--- src/design/smpg_pkg.sv ---
// smpg_pkg: shared types, codes and reset constants for the stepper pulse generator
// no dependencies; imported by every module of the block
`timescale 1ns / 1ps
`default_nettype none

package smpg_pkg;

    localparam int MAX_AXES       = 3;
    localparam int AXIS_COUNT_DEF = 3;
    localparam int CFG_IDX_W      = 3;
    localparam int CFG_DATA_W     = 32;

    typedef enum logic [2:0] {
        MODE_TICK    = 3'd0,
        MODE_REL     = 3'd1,
        MODE_ABS     = 3'd2,
        MODE_STOP    = 3'd3,
        MODE_ENABLE  = 3'd4,
        MODE_DISABLE = 3'd5
    } mode_t;

    typedef enum logic [2:0] {
        ST_NONE     = 3'd0,
        ST_ACCEPTED = 3'd1,
        ST_BUSY     = 3'd2,
        ST_INVALID  = 3'd3,
        ST_DONE     = 3'd4,
        ST_STOPPED  = 3'd5
    } status_t;

    typedef enum logic [CFG_IDX_W-1:0] {
        CFG_PULSE_WIDTH    = 3'd0,
        CFG_INTERVAL_FLOOR = 3'd1,
        CFG_AXIS0_MIN      = 3'd2,
        CFG_AXIS1_MIN      = 3'd3,
        CFG_AXIS2_MIN      = 3'd4,
        CFG_ENABLE_LOW     = 3'd5,
        CFG_DIR_POSITIVE   = 3'd6
    } cfg_idx_t;

    localparam logic [7:0]          PULSE_WIDTH_RST    = 8'd10;
    localparam logic [15:0]         INTERVAL_FLOOR_RST = 16'd50;
    localparam logic [31:0]         MIN_INTERVAL_RST   = 32'd50;
    localparam logic [MAX_AXES-1:0] ENABLE_LOW_RST     = 3'b111;
    localparam logic [MAX_AXES-1:0] DIR_POSITIVE_RST   = 3'b111;

    typedef struct packed {
        logic [7:0]                 pulse_width;
        logic [15:0]                interval_floor;
        logic [MAX_AXES-1:0][31:0]  min_interval;
        logic [MAX_AXES-1:0]        enable_low;
        logic [MAX_AXES-1:0]        dir_positive;
    } cfg_t;

    function automatic logic [31:0] umax32(input logic [31:0] a, input logic [31:0] b);
        return (a > b) ? a : b;
    endfunction

endpackage

`default_nettype wire

--- src/design/smpg_cmd_if.sv ---
// smpg_cmd_if: command channel (tick, move, stop, enable, disable) with valid/ready
// uses no package
`timescale 1ns / 1ps
`default_nettype none

interface smpg_cmd_if;
    logic               valid;
    logic               ready;
    logic [2:0]         mode;
    logic [1:0]         axis;
    logic signed [31:0] step_amount;
    logic [31:0]        interval;

    modport source (output valid, output mode, output axis, output step_amount,
                    output interval, input ready);
    modport sink   (input valid, input mode, input axis, input step_amount,
                    input interval, output ready);
endinterface

`default_nettype wire

--- src/design/smpg_res_if.sv ---
// smpg_res_if: result channel carrying pin levels and status with valid/ready
// uses no package
`timescale 1ns / 1ps
`default_nettype none

interface smpg_res_if;
    logic               valid;
    logic               ready;
    logic [2:0]         step_pins;
    logic [2:0]         dir_pins;
    logic [2:0]         enable_pins;
    logic               busy_res;
    logic [1:0]         run_axis;
    logic               all_enabled;
    logic signed [31:0] position;
    logic [2:0]         status;

    modport source (output valid, output step_pins, output dir_pins, output enable_pins,
                    output busy_res, output run_axis, output all_enabled,
                    output position, output status, input ready);
    modport sink   (input valid, input step_pins, input dir_pins, input enable_pins,
                    input busy_res, input run_axis, input all_enabled,
                    input position, input status, output ready);
endinterface

`default_nettype wire

--- src/design/smpg_cfg_if.sv ---
// smpg_cfg_if: configuration write channel, register index and data
// uses no package
`timescale 1ns / 1ps
`default_nettype none

interface smpg_cfg_if;
    logic        valid;
    logic        ready;
    logic [2:0]  index;
    logic [31:0] data;

    modport source (output valid, output index, output data, input ready);
    modport sink   (input valid, input index, input data, output ready);
endinterface

`default_nettype wire

--- src/design/smpg_cfg.sv ---
// smpg_cfg: configuration register file for the stepper pulse generator
// depends on smpg_pkg and smpg_cfg_if
`timescale 1ns / 1ps
`default_nettype none

module smpg_cfg (
    input  wire logic         clk,
    input  wire logic         rst_n,
    smpg_cfg_if.sink          cfg,
    output smpg_pkg::cfg_t    regs
);
    import smpg_pkg::*;

    cfg_t regs_reg;

    assign cfg.ready = 1'b1;
    assign regs      = regs_reg;

    always_ff @(posedge clk or negedge rst_n)
    begin
        if (!rst_n)
        begin
            regs_reg.pulse_width    <= PULSE_WIDTH_RST;
            regs_reg.interval_floor <= INTERVAL_FLOOR_RST;
            for (int k = 0; k < MAX_AXES; k++)
            begin
                regs_reg.min_interval[k] <= MIN_INTERVAL_RST;
            end
            regs_reg.enable_low     <= ENABLE_LOW_RST;
            regs_reg.dir_positive   <= DIR_POSITIVE_RST;
        end
        else if (cfg.valid && cfg.ready)
        begin
            case (cfg.index)
                CFG_PULSE_WIDTH:    regs_reg.pulse_width     <= cfg.data[7:0];
                CFG_INTERVAL_FLOOR: regs_reg.interval_floor  <= cfg.data[15:0];
                CFG_AXIS0_MIN:      regs_reg.min_interval[0] <= cfg.data;
                CFG_AXIS1_MIN:      regs_reg.min_interval[1] <= cfg.data;
                CFG_AXIS2_MIN:      regs_reg.min_interval[2] <= cfg.data;
                CFG_ENABLE_LOW:     regs_reg.enable_low      <= cfg.data[MAX_AXES-1:0];
                CFG_DIR_POSITIVE:   regs_reg.dir_positive    <= cfg.data[MAX_AXES-1:0];
                default:            ;
            endcase
        end
    end

endmodule

`default_nettype wire

--- src/design/smpg_core.sv ---
// smpg_core: command register, motion state update and result register
// depends on smpg_pkg, smpg_cmd_if and smpg_res_if
`timescale 1ns / 1ps
`default_nettype none

module smpg_core #(
    parameter int AXIS_COUNT = smpg_pkg::AXIS_COUNT_DEF
) (
    input  wire logic         clk,
    input  wire logic         rst_n,
    input  wire smpg_pkg::cfg_t regs,
    smpg_cmd_if.sink          cmd,
    smpg_res_if.source        res
);
    import smpg_pkg::*;

    localparam int NUM_AXES = (AXIS_COUNT < MAX_AXES) ? AXIS_COUNT : MAX_AXES;
    localparam logic [MAX_AXES-1:0] AXIS_BITS = MAX_AXES'((1 << NUM_AXES) - 1);

    // command register
    logic        in_valid_reg;
    logic [2:0]  mode_reg;
    logic [1:0]  axis_reg;
    logic [31:0] amount_reg;
    logic [31:0] interval_reg;

    // motion state
    logic                moving_reg,   moving_next;
    logic [1:0]          mv_axis_reg,  mv_axis_next;
    logic                neg_reg,      neg_next;
    logic [31:0]         rem_reg,      rem_next;
    logic [31:0]         timer_reg,    timer_next;
    logic [31:0]         period_reg,   period_next;
    logic                pulse_reg,    pulse_next;
    logic [MAX_AXES-1:0] axis_en_reg,  axis_en_next;
    logic [MAX_AXES-1:0] dir_reg,      dir_next;
    logic                flag_reg,     flag_next;
    logic [31:0]         pos_reg  [NUM_AXES];
    logic [31:0]         pos_next [NUM_AXES];

    // result register
    logic                res_valid_reg;
    logic [2:0]          step_pins_reg, step_pins_next;
    logic [2:0]          dir_pins_reg,  dir_pins_next;
    logic [2:0]          en_pins_reg,   en_pins_next;
    logic                busy_reg;
    logic [1:0]          act_axis_reg,  act_axis_next;
    logic                all_en_reg;
    logic [31:0]         position_reg,  position_next;
    status_t             status_reg,    status_next;

    logic advance, fire;

    logic [31:0]         eff_pw;
    logic                axis_ok;
    logic [31:0]         pos_sel;
    logic [31:0]         min_sel;
    logic [31:0]         delta;
    logic [31:0]         delta_mag;
    logic [31:0]         period_new;
    logic [MAX_AXES-1:0] axis_bit;
    logic                count_step;

    logic                tk_fall;
    logic [31:0]         tk_rem;
    logic                tk_wrap;
    logic [31:0]         tk_t0;
    logic                tk_done;

    assign advance   = !res_valid_reg || res.ready;
    assign fire      = in_valid_reg && advance;
    assign cmd.ready = !in_valid_reg || advance;

    assign eff_pw  = (regs.pulse_width == 8'd0) ? 32'd1 : {24'd0, regs.pulse_width};
    assign axis_ok = int'(axis_reg) < NUM_AXES;

    always_comb
    begin
        pos_sel = 32'd0;
        for (int k = 0; k < NUM_AXES; k++)
        begin
            if (axis_reg == 2'(k))
            begin
                pos_sel = pos_reg[k];
            end
        end
        min_sel = 32'd0;
        for (int k = 0; k < MAX_AXES; k++)
        begin
            if (axis_reg == 2'(k))
            begin
                min_sel = regs.min_interval[k];
            end
        end
    end

    assign delta      = (mode_reg == MODE_ABS) ? (amount_reg - pos_sel) : amount_reg;
    assign delta_mag  = delta[31] ? (32'd0 - delta) : delta;
    assign period_new = umax32(umax32(interval_reg, min_sel),
                               umax32({16'd0, regs.interval_floor}, eff_pw));
    assign axis_bit   = MAX_AXES'(1) << axis_reg;

    // tick: falling edge of pulse, end of period, next rising edge
    assign tk_fall = pulse_reg && (timer_reg >= eff_pw);
    assign tk_rem  = tk_fall ? (rem_reg - 32'd1) : rem_reg;
    assign tk_wrap = timer_reg >= period_reg;
    assign tk_t0   = tk_wrap ? 32'd0 : timer_reg;
    assign tk_done = tk_wrap && (tk_rem == 32'd0);

    always_comb
    begin
        moving_next  = moving_reg;
        mv_axis_next = mv_axis_reg;
        neg_next     = neg_reg;
        rem_next     = rem_reg;
        timer_next   = timer_reg;
        period_next  = period_reg;
        pulse_next   = pulse_reg;
        axis_en_next = axis_en_reg;
        dir_next     = dir_reg;
        flag_next    = flag_reg;
        status_next  = ST_NONE;
        count_step   = 1'b0;

        case (mode_reg)
            MODE_TICK:
            begin
                if (moving_reg)
                begin
                    count_step = tk_fall;
                    rem_next   = tk_rem;
                    if (tk_done)
                    begin
                        moving_next = 1'b0;
                        timer_next  = 32'd0;
                        pulse_next  = pulse_reg && !tk_fall;
                        status_next = ST_DONE;
                    end
                    else
                    begin
                        pulse_next = ((tk_t0 == 32'd0) && (tk_rem != 32'd0)) ? 1'b1
                                     : (pulse_reg && !tk_fall);
                        timer_next = tk_t0 + 32'd1;
                    end
                end
            end
            MODE_REL, MODE_ABS:
            begin
                if (!axis_ok)
                begin
                    status_next = ST_INVALID;
                end
                else if (delta == 32'd0)
                begin
                    status_next = ST_ACCEPTED;
                end
                else if (interval_reg == 32'd0)
                begin
                    status_next = ST_INVALID;
                end
                else if (moving_reg)
                begin
                    status_next = ST_BUSY;
                end
                else
                begin
                    moving_next  = 1'b1;
                    mv_axis_next = axis_reg;
                    neg_next     = delta[31];
                    rem_next     = delta_mag;
                    timer_next   = 32'd0;
                    period_next  = period_new;
                    pulse_next   = 1'b0;
                    axis_en_next = axis_en_reg | axis_bit;
                    if (delta[31] == |(regs.dir_positive & axis_bit))
                    begin
                        dir_next = dir_reg & ~axis_bit;
                    end
                    else
                    begin
                        dir_next = dir_reg | axis_bit;
                    end
                    status_next  = ST_ACCEPTED;
                end
            end
            MODE_STOP:
            begin
                if (moving_reg)
                begin
                    count_step = pulse_reg;
                    rem_next   = pulse_reg ? (rem_reg - 32'd1) : rem_reg;
                    status_next = (rem_next == 32'd0) ? ST_DONE : ST_STOPPED;
                end
                moving_next  = 1'b0;
                pulse_next   = 1'b0;
                axis_en_next = '0;
                flag_next    = 1'b0;
            end
            MODE_ENABLE:
            begin
                axis_en_next = AXIS_BITS;
                flag_next    = 1'b1;
                status_next  = ST_ACCEPTED;
            end
            MODE_DISABLE:
            begin
                axis_en_next = '0;
                flag_next    = 1'b0;
                status_next  = ST_ACCEPTED;
            end
            default:
            begin
                status_next = ST_NONE;
            end
        endcase
    end

    // position update and query of the state after this request
    always_comb
    begin
        position_next = 32'd0;
        for (int k = 0; k < NUM_AXES; k++)
        begin
            pos_next[k] = pos_reg[k];
            if (count_step && (mv_axis_reg == 2'(k)))
            begin
                pos_next[k] = neg_reg ? (pos_reg[k] - 32'd1) : (pos_reg[k] + 32'd1);
            end
            if (axis_reg == 2'(k))
            begin
                position_next = pos_next[k];
            end
        end
    end

    assign step_pins_next = (moving_next && pulse_next) ? (MAX_AXES'(1) << mv_axis_next)
                                                        : '0;
    assign dir_pins_next  = dir_next & AXIS_BITS;
    assign en_pins_next   = (axis_en_next ^ regs.enable_low) & AXIS_BITS;
    assign act_axis_next  = moving_next ? mv_axis_next : 2'd3;

    always_ff @(posedge clk or negedge rst_n)
    begin
        if (!rst_n)
        begin
            in_valid_reg  <= 1'b0;
            res_valid_reg <= 1'b0;
            moving_reg    <= 1'b0;
            mv_axis_reg   <= 2'd0;
            neg_reg       <= 1'b0;
            rem_reg       <= 32'd0;
            timer_reg     <= 32'd0;
            period_reg    <= 32'd0;
            pulse_reg     <= 1'b0;
            axis_en_reg   <= '0;
            dir_reg       <= '0;
            flag_reg      <= 1'b0;
            for (int k = 0; k < NUM_AXES; k++)
            begin
                pos_reg[k] <= 32'd0;
            end
        end
        else
        begin
            if (cmd.valid && cmd.ready)
            begin
                in_valid_reg <= 1'b1;
            end
            else if (fire)
            begin
                in_valid_reg <= 1'b0;
            end

            if (fire)
            begin
                res_valid_reg <= 1'b1;
            end
            else if (res.ready)
            begin
                res_valid_reg <= 1'b0;
            end

            if (fire)
            begin
                moving_reg  <= moving_next;
                mv_axis_reg <= mv_axis_next;
                neg_reg     <= neg_next;
                rem_reg     <= rem_next;
                timer_reg   <= timer_next;
                period_reg  <= period_next;
                pulse_reg   <= pulse_next;
                axis_en_reg <= axis_en_next;
                dir_reg     <= dir_next;
                flag_reg    <= flag_next;
                for (int k = 0; k < NUM_AXES; k++)
                begin
                    pos_reg[k] <= pos_next[k];
                end
            end
        end
    end

    // payload registers
    always_ff @(posedge clk)
    begin
        if (cmd.valid && cmd.ready)
        begin
            mode_reg     <= cmd.mode;
            axis_reg     <= cmd.axis;
            amount_reg   <= cmd.step_amount;
            interval_reg <= cmd.interval;
        end
        if (fire)
        begin
            step_pins_reg <= step_pins_next;
            dir_pins_reg  <= dir_pins_next;
            en_pins_reg   <= en_pins_next;
            busy_reg      <= moving_next;
            act_axis_reg  <= act_axis_next;
            all_en_reg    <= flag_next;
            position_reg  <= position_next;
            status_reg    <= status_next;
        end
    end

    assign res.valid       = res_valid_reg;
    assign res.step_pins   = step_pins_reg;
    assign res.dir_pins    = dir_pins_reg;
    assign res.enable_pins = en_pins_reg;
    assign res.busy_res    = busy_reg;
    assign res.run_axis    = act_axis_reg;
    assign res.all_enabled = all_en_reg;
    assign res.position    = position_reg;
    assign res.status      = status_reg;

endmodule

`default_nettype wire

--- src/design/stepper_move_pulse_generator.sv ---
// stepper_move_pulse_generator: step/dir/enable generator for up to three axes
// depends on smpg_pkg, the three channel interfaces, smpg_cfg and smpg_core
// a request is held in the command register, then its result in the result register
// throughput: one request per cycle while results are taken, set by the combinational motion state update
// a stalled result is held in the result register while one more request is taken
// reset: asynchronous, clears motion state, positions and config to defaults
`timescale 1ns / 1ps
`default_nettype none

module stepper_move_pulse_generator #(
    parameter int AXIS_COUNT = smpg_pkg::AXIS_COUNT_DEF
) (
    input  wire logic  clk,
    input  wire logic  rst_n,
    smpg_cmd_if.sink   cmd,
    smpg_res_if.source res,
    smpg_cfg_if.sink   cfg
);
    import smpg_pkg::*;

    cfg_t regs;

    smpg_cfg u_cfg (
        .clk   (clk),
        .rst_n (rst_n),
        .cfg   (cfg),
        .regs  (regs)
    );

    smpg_core #(
        .AXIS_COUNT (AXIS_COUNT)
    ) u_core (
        .clk   (clk),
        .rst_n (rst_n),
        .regs  (regs),
        .cmd   (cmd),
        .res   (res)
    );

endmodule

`default_nettype wire

--- src/flat_wrapper.sv ---
// flat-port wrapper written by rule: the top's interface ports become plain ports
module stepper_move_pulse_generator_flat import smpg_pkg::*;
#(
    parameter int AXIS_COUNT = smpg_pkg::AXIS_COUNT_DEF
)
  (clk, rst_n, cmd_valid, cmd_mode, cmd_axis, cmd_step_amount, cmd_interval, cmd_ready, res_valid, res_step_pins, res_dir_pins, res_enable_pins, res_busy_res, res_run_axis, res_all_enabled, res_position, res_status, res_ready, cfg_valid, cfg_index, cfg_data, cfg_ready);
  smpg_cmd_if cmd_i ();
  smpg_res_if res_i ();
  smpg_cfg_if cfg_i ();
  input  wire logic clk;
  input  wire logic rst_n;
  input wire logic [$bits(cmd_i.valid)-1:0] cmd_valid;
  input wire logic [$bits(cmd_i.mode)-1:0] cmd_mode;
  input wire logic [$bits(cmd_i.axis)-1:0] cmd_axis;
  input wire logic [$bits(cmd_i.step_amount)-1:0] cmd_step_amount;
  input wire logic [$bits(cmd_i.interval)-1:0] cmd_interval;
  output wire logic [$bits(cmd_i.ready)-1:0] cmd_ready;
  output wire logic [$bits(res_i.valid)-1:0] res_valid;
  output wire logic [$bits(res_i.step_pins)-1:0] res_step_pins;
  output wire logic [$bits(res_i.dir_pins)-1:0] res_dir_pins;
  output wire logic [$bits(res_i.enable_pins)-1:0] res_enable_pins;
  output wire logic [$bits(res_i.busy_res)-1:0] res_busy_res;
  output wire logic [$bits(res_i.run_axis)-1:0] res_run_axis;
  output wire logic [$bits(res_i.all_enabled)-1:0] res_all_enabled;
  output wire logic [$bits(res_i.position)-1:0] res_position;
  output wire logic [$bits(res_i.status)-1:0] res_status;
  input wire logic [$bits(res_i.ready)-1:0] res_ready;
  input wire logic [$bits(cfg_i.valid)-1:0] cfg_valid;
  input wire logic [$bits(cfg_i.index)-1:0] cfg_index;
  input wire logic [$bits(cfg_i.data)-1:0] cfg_data;
  output wire logic [$bits(cfg_i.ready)-1:0] cfg_ready;
  assign cmd_i.valid = cmd_valid;
  assign cmd_i.mode = cmd_mode;
  assign cmd_i.axis = cmd_axis;
  assign cmd_i.step_amount = cmd_step_amount;
  assign cmd_i.interval = cmd_interval;
  assign cmd_ready = cmd_i.ready;
  assign res_valid = res_i.valid;
  assign res_step_pins = res_i.step_pins;
  assign res_dir_pins = res_i.dir_pins;
  assign res_enable_pins = res_i.enable_pins;
  assign res_busy_res = res_i.busy_res;
  assign res_run_axis = res_i.run_axis;
  assign res_all_enabled = res_i.all_enabled;
  assign res_position = res_i.position;
  assign res_status = res_i.status;
  assign res_i.ready = res_ready;
  assign cfg_i.valid = cfg_valid;
  assign cfg_i.index = cfg_index;
  assign cfg_i.data = cfg_data;
  assign cfg_ready = cfg_i.ready;
  stepper_move_pulse_generator #(.AXIS_COUNT(AXIS_COUNT)) u_core (.clk(clk), .rst_n(rst_n), .cmd(cmd_i), .res(res_i), .cfg(cfg_i));
endmodule
--- config.mk ---
export PLATFORM = sky130hd
export DESIGN_NAME = stepper_move_pulse_generator_flat
export DESIGN_NICKNAME = d
export VERILOG_FILES = /design/src/design/smpg_pkg.sv /design/src/design/smpg_cmd_if.sv /design/src/design/smpg_res_if.sv /design/src/design/smpg_cfg_if.sv /design/src/design/smpg_cfg.sv /design/src/design/smpg_core.sv /design/src/design/stepper_move_pulse_generator.sv /design/src/flat_wrapper.sv
export SDC_FILE = /design/constraint.sdc
export NUM_CORES = 2
export LEC_CHECK = 0
export BUFFER_PORTS_ARGS = -buffer_cell sky130_fd_sc_hd__buf_2
export CORE_ASPECT_RATIO = 0.9
export CORE_MARGIN = 1
export CORE_UTILIZATION = 59
export CTS_CLUSTER_SIZE = 30
export DETAILED_ROUTE_END_ITERATION = 12
export GPL_ROUTABILITY_DRIVEN = 0
export PLACE_DENSITY = 0.77
export SLEW_MARGIN = 25
export SYNTH_ARGS = -nofsm -noshare
export SYNTH_HDL_FRONTEND = slang
export SYNTH_SLANG_ARGS = --single-unit
--- constraint.sdc ---
create_clock -name clk -period 19.3 [get_ports clk]
set_input_delay 3.86 -clock clk [delete_from_list [all_inputs] [get_ports clk]]
set_output_delay 3.86 -clock clk [all_outputs]
set_load 0.005 [all_outputs]
---- Word level (Yosys, flattened, before mapping) ----
Index checks and enable logic that the tools add are counted.
storage, ports and cells
  bits in registers ....................... 449
  bits of input ports ..................... 109
operators by class
  reduce and logical (&&, ||, !) cells .... 44
  bitwise logic cells ..................... 9
  $add $sub $neg .......................... 10
  magnitude comparators ................... 6
  shift-type cells ........................ 2
  multiplexer cells ....................... 84
  eq/ne operators ......................... 22
operators with widths
  cell                                                count
  two-way mux 32 bit                                  34
  logical NOT 32 bit                                  5
  adder 32 x 1 -> 32 bit, second input constant       4
  subtractor 32 x 1 -> 32 bit, second input constant  4
  one-hot mux 32 bit (3 select lines)                 1
  one-hot mux 32 bit (2 select lines)                 1
  two-way mux 3 bit                                   13
  greater-or-equal comparator 32 bit                  1
  greater-or-equal comparator 32 x 8 -> 1 bit         1
  greater-than comparator 32 x 16 -> 1 bit            1
  greater-than comparator 32 bit                      1
  nonzero test 32 bit                                 1
  subtractor 1 x 32 -> 32 bit, first input constant   1
  subtractor 32 bit                                   1
  two-way mux 1 bit                                   18
  two-way mux 2 bit                                   9
  greater-than comparator 16 x 8 -> 1 bit             1
  two-way mux 16 bit                                  1
  == test 3 bit, second input constant                5
  AND reduction 2 bit                                 7
  == test 3 x 2 -> 1 bit, second input constant       4
  inequality test 2 bit, second input constant        6
  one-hot mux 3 bit (4 select lines)                  1
  logical AND 1 bit                                   10
  other kinds (27)                                    46

---- Longest topological paths before layout ----
  word-level depth ........................ 13
  depth in mapped cells ................... 32
  gate-level depth less buffers ........... 28

---- Hierarchy ----
A second synthesis with hierarchy kept.
unflattened totals
  cell total of the unflattened synthesis .. 3710
  area total of the unflattened synthesis .. 33379.5 um^2
by module, submodules not included
  module     cells an instance  seq. area each (um^2)  times used  area each (um^2)
  smpg_core  3436               8668.3                 1           28238.3
  smpg_cfg   274                3178.0                 1           5141.2

---- Least setup slack after synthesis ----
OpenSTA, ideal clock, no wires.
  path kind ............................... in2out
  from .................................... input res_ready
  to ...................................... output cmd_ready
  data arrival time ....................... 4034 ps
  data required time ...................... 15440 ps
  stages on the path ...................... 1
  buffers on the path ..................... 0
  path slack .............................. 11406 ps
  cell sequence ........................... nand3b_1
on the way
  cells in the longest elaborated chain, start to end .. 2
ends and longest elaborated chain
  item              line                RTL
  from (decl)       flat_wrapper.sv:27  input wire logic [$bits(res_i.ready)-1:0] res_ready;
  logical OR 1 bit  smpg_core.sv:70     assign advance = !res_valid_reg || res.ready;
  logical OR 1 bit  smpg_core.sv:72     assign cmd.ready = !in_valid_reg || advance;
  to (decl)         flat_wrapper.sv:17  output wire logic [$bits(cmd_i.ready)-1:0] cmd_ready;
Every way passes these cells.

---- Worst setup path in the final report ----
Ends and elaborated chain as after synthesis.

==> results by group <==
Status
  • Status: complete, but fails checks
  • Violated checks: design-rule violations

Critical path
  • Worst EP arrival: 4300 ps
  • Critical Path Most Common Cell: buf_2
  • Slowest stage cell on the critical path: nand3b_1
  • Worst EP required: 15440 ps
  • CP Cell Sequence: buf_2 -> nand3b_1 -> buf_2
  • Startpoint types: input pin
  • Critical Path Fanout Max: 3
  • Largest delay contributor family on the critical path: buffers and inverters
  • Bufs and invs on worst path: 2
  • Setup CP Type: in2out
  • CP endpoint kind: output pin
  • Worst path max stage delay: 190 ps

STA
  • Final Hold Vio Count: 0
  • Setup TNS: 0 ps
  • Part of the cycle the worst path needs: 42.26%
  • Final Critical Period: 8156 ps
  • Fmax: 122.6 MHz
  • Final Setup Violations: 0
  • Max-slew violations: 0
  • Fin worst setup slack: 11140 ps
  • Clk_skew: 46.27 ps
  • Slew @ Worst Pin: 1018 ps
  • Rel. slew slack: 31.43%
  • Unrepaired setup endpoints after global routing: false

Logic synthesis
  • EDFF count, synth: 117
  • Synth top area cells: dfrtp_1 24%, edfxtp_1 11%, ha_1 8.7%
  • Post-synth ARST share: 73.94%
  • Adder-cell share of the synthesized area: 8.910%
  • Yosys top cell by area: dfrtp_1
  • Compound-Gate Fraction of Synth Area: 20.68%
  • Post-synthesis sequential area ratio: 37.10%
  • #FFs+latches synth: 449
  • Most numerous cell in the Yosys netlist: nand2_1
  • Synth Flop Type: dfrtp_1
  • Netlist cell types: 96
  • Simple-gate share of the synthesized area: 16.81%
  • Post-Synth XOR/XNOR Area: 4.197%
  • Synth top area share: 24.45%
  • Syn. warnings: 0
  • Syn avg cell area: 8.840 µm²
  • Combinational family with the most area after synthesis: compound AO/OA/AOI/OAI gates
  • Mapped Cells: 3612
  • Synth top cells by count: 463 x nand2_1, 329 x o21ai_0, 312 x dfrtp_1, 307 x a21oi_1, 266 x nor2_1
  • Syn_nets: 3946
  • Syn Std Cell Area: 31930 µm²
  • Multiplexer share of the synthesized area: 8.503%

Pwr
  • Part of the power in combinational logic: 46.1%
  • Pint: 2.668 mW
  • P_sw: 1.867 mW
  • Worst VDD drop: 0.09992 mV
  • Seq pwr share: 30.9%
  • PD cells: 129.4 nW/µm²
  • Switching share of power: 41.17%
  • Leakage: 15.31 nW
  • Clk network pwr share: 23.0%

Drt
  • Drt wl/cell: 21.03 µm
  • Vias after detailed routing: 28460
  • DRT iter0 DRCs: 2785
  • Via density: 6.454
  • Final WL: 92700 µm
  • Post-detailed-route count of antenna-violating nets: 0
  • DRC violations left: 6
  • TritonRoute pass-1 iters: 10

Place
  • Detail Placement HPWL: 66380 µm
  • Placed cell area: 33190 µm²
  • IO buf count: 158
  • Setup WS pre-CTS: 11140 ps

Layout
  • Final Cell Area: 35050 µm²
  • Synthesis-to-layout area growth: 9.761%
  • Layout cells sized above 1: 13.33%
  • Register Area: 11850 µm²
  • Multi-input combinational cell area: 18950 µm²
  • Fillers: 4340
  • Max FFs per register: 126
  • Number of nets in the layout: 4002
  • Core Util, Final: 65.82%

CTS
  • CTS buffer count: 47
  • Root buffer selected by CTS: clkbuf_16
  • Hold buffer count at CTS: 0
  • CTS tree: yes
  • Maximum clock insertion buffer count: 3
  • Post-CTS sizing: 0
  • Setup Fix Bufs, Post-CTS: 0
  • Clock Sinks: 449
  • Worst skew pair latency: 640 ps
  • CTS clk-pin slew, worst paths: 60 ps
  • H-tree levels: 2

Global routing
  • Total GRT Usage: 33.19%
  • Vias in the first global route: 26200
  • Initial antenna violation count: 5
  • First-pass GRT wire length: 144300 µm
  • Total gr overflow: 0
  • Largest net degree at the start of global routing: 117

Floorplan
  • Core area: 53250 µm²
  • # rows: 80
  • Die X: 247.2 µm
  • Initial Util: 59.96%
  • Area of the die: 55060 µm²
  • Die boundary height: 222.7 µm
  • IO Pins: 160

Job
  • Max Cap Violations: 0

Min path
  • Worst Hold Class: reg2reg
## placed cells by master (no fill, tap or decap), drive strengths merged, types with 14 or more instances in the layout
cell type / Yosys / final
o21bai: 18 / 18
inv: 119 / 120
and2: 26 / 26
o22ai: 34 / 34
a21o: 90 / 90
ha: 221 / 221
nand3: 65 / 65
buf: 54 / 196
o21ai: 335 / 335
nor3: 57 / 57
nor4: 44 / 44
xor2: 63 / 63
and3: 24 / 24
nor2: 266 / 266
a211oi: 27 / 27
edfxtp: 117 / 117
xnor2: 90 / 90
nor2b: 29 / 29
o211ai: 17 / 17
nand2: 464 / 464
mux2i: 110 / 110
a21oi: 308 / 308
dfstp: 20 / 20
a31oi: 46 / 46
mux2: 143 / 143
clkbuf: 135 / 59
nand2b: 34 / 34
nand4: 58 / 58
dfrtp: 312 / 312
or3: 19 / 19
o31ai: 16 / 16
o21a: 35 / 35
clkinv: 0 / 14
## metrics by stage
stage | cells | hold slack, ps | power [mW]
2_1_floorplan | 3612 | 449.8 | 2.932
3_3_place_gp | 4314 | 462.0 | 3.389
3_5_place_dp | 4314 | 470.3 | 3.434
4_1_cts | 4402 | 484.0 | 4.495
5_1_grt | 4409 | 502.7 | 4.823
6_report | 4409 | 477.4 | 4.535
## final cells by class
| class | count | share of cell area (%) |
|---|---|---|
| Sequential cell | 449 | 33.81 |
| Antenna cell | 5 | 0.03570 |
| Clock buffer | 59 | 3.688 |
| Multi-Input combinational cell | 2855 | 54.06 |
| Clock inverter | 29 | 1.424 |
| Timing Repair Buffer | 196 | 3.216 |
| Tap cell | 697 | 2.488 |
| Inverter | 119 | 1.278 |
## per-layer routing
metal  vias to the layer above  wire length (µm)  track usage, %  share of wire [%]
met5                         -                 0               0                  0
met2                      1280             39210           48.01                 42
met4                         0              3096           11.64                3.3
met1                     13660             41290           49.12                 45
li1                      13330                 -               -                  -
met3                       192              9100           6.607                9.8
## worst reg2reg max path: cells and delay by family, from the launching register on
kind | cells | cell delay [ps]
multiplexers | 1 | 250
flip-flops | 1 | 320
AND/OR/NAND/NOR | 10 | 1890
buffers and inverters | 6 | 2010
adder cells (fa/ha/maj) | 2 | 700
AO/OA/AOI/OAI | 9 | 2050
## path summary, 6_finish.rpt
path                                                    from                      endpoint  slack (ps)  depth (start not counted)
max in group asynchronous                              rst_n     u_core.u_core.pos_reg[54]       14160                          3
min in group asynchronous                              rst_n     u_core.u_core.pos_reg[20]        3190                          1
worst max register to register     u_core.u_core.axis_reg[1]  u_core.u_core.period_reg[12]       11920                         28
worst max-delay path                               res_ready                     cmd_ready       11140                          3
worst min-delay path            u_core.u_core.period_reg[27]  u_core.u_core.period_reg[27]         480                          2
worst min register to register  u_core.u_core.period_reg[27]  u_core.u_core.period_reg[27]         480                          2
## power groups by stage
stage / Sequential, mW / Clock, mW / Combinational [mW]
4_1_cts: 1.39 / 1.05 / 2.05
6_report: 1.40 / 1.04 / 2.09
3_5_place_dp: 1.41 / 0 / 2.03
2_1_floorplan: 1.33 / 0 / 1.60
5_1_grt: 1.42 / 1.09 / 2.31
3_3_place_gp: 1.40 / 0 / 1.99
## cells by family after synthesis
kind of cell | count (synthesis)
buffers and inverters | 308
flip-flops | 449
AND/OR/NAND/NOR | 1148
XOR/XNOR | 153
other | 1
AO/OA/AOI/OAI | 1075
multiplexers | 253
adder cells (fa/ha/maj) | 225
Note: power is estimated with default switching activity, not from simulation.
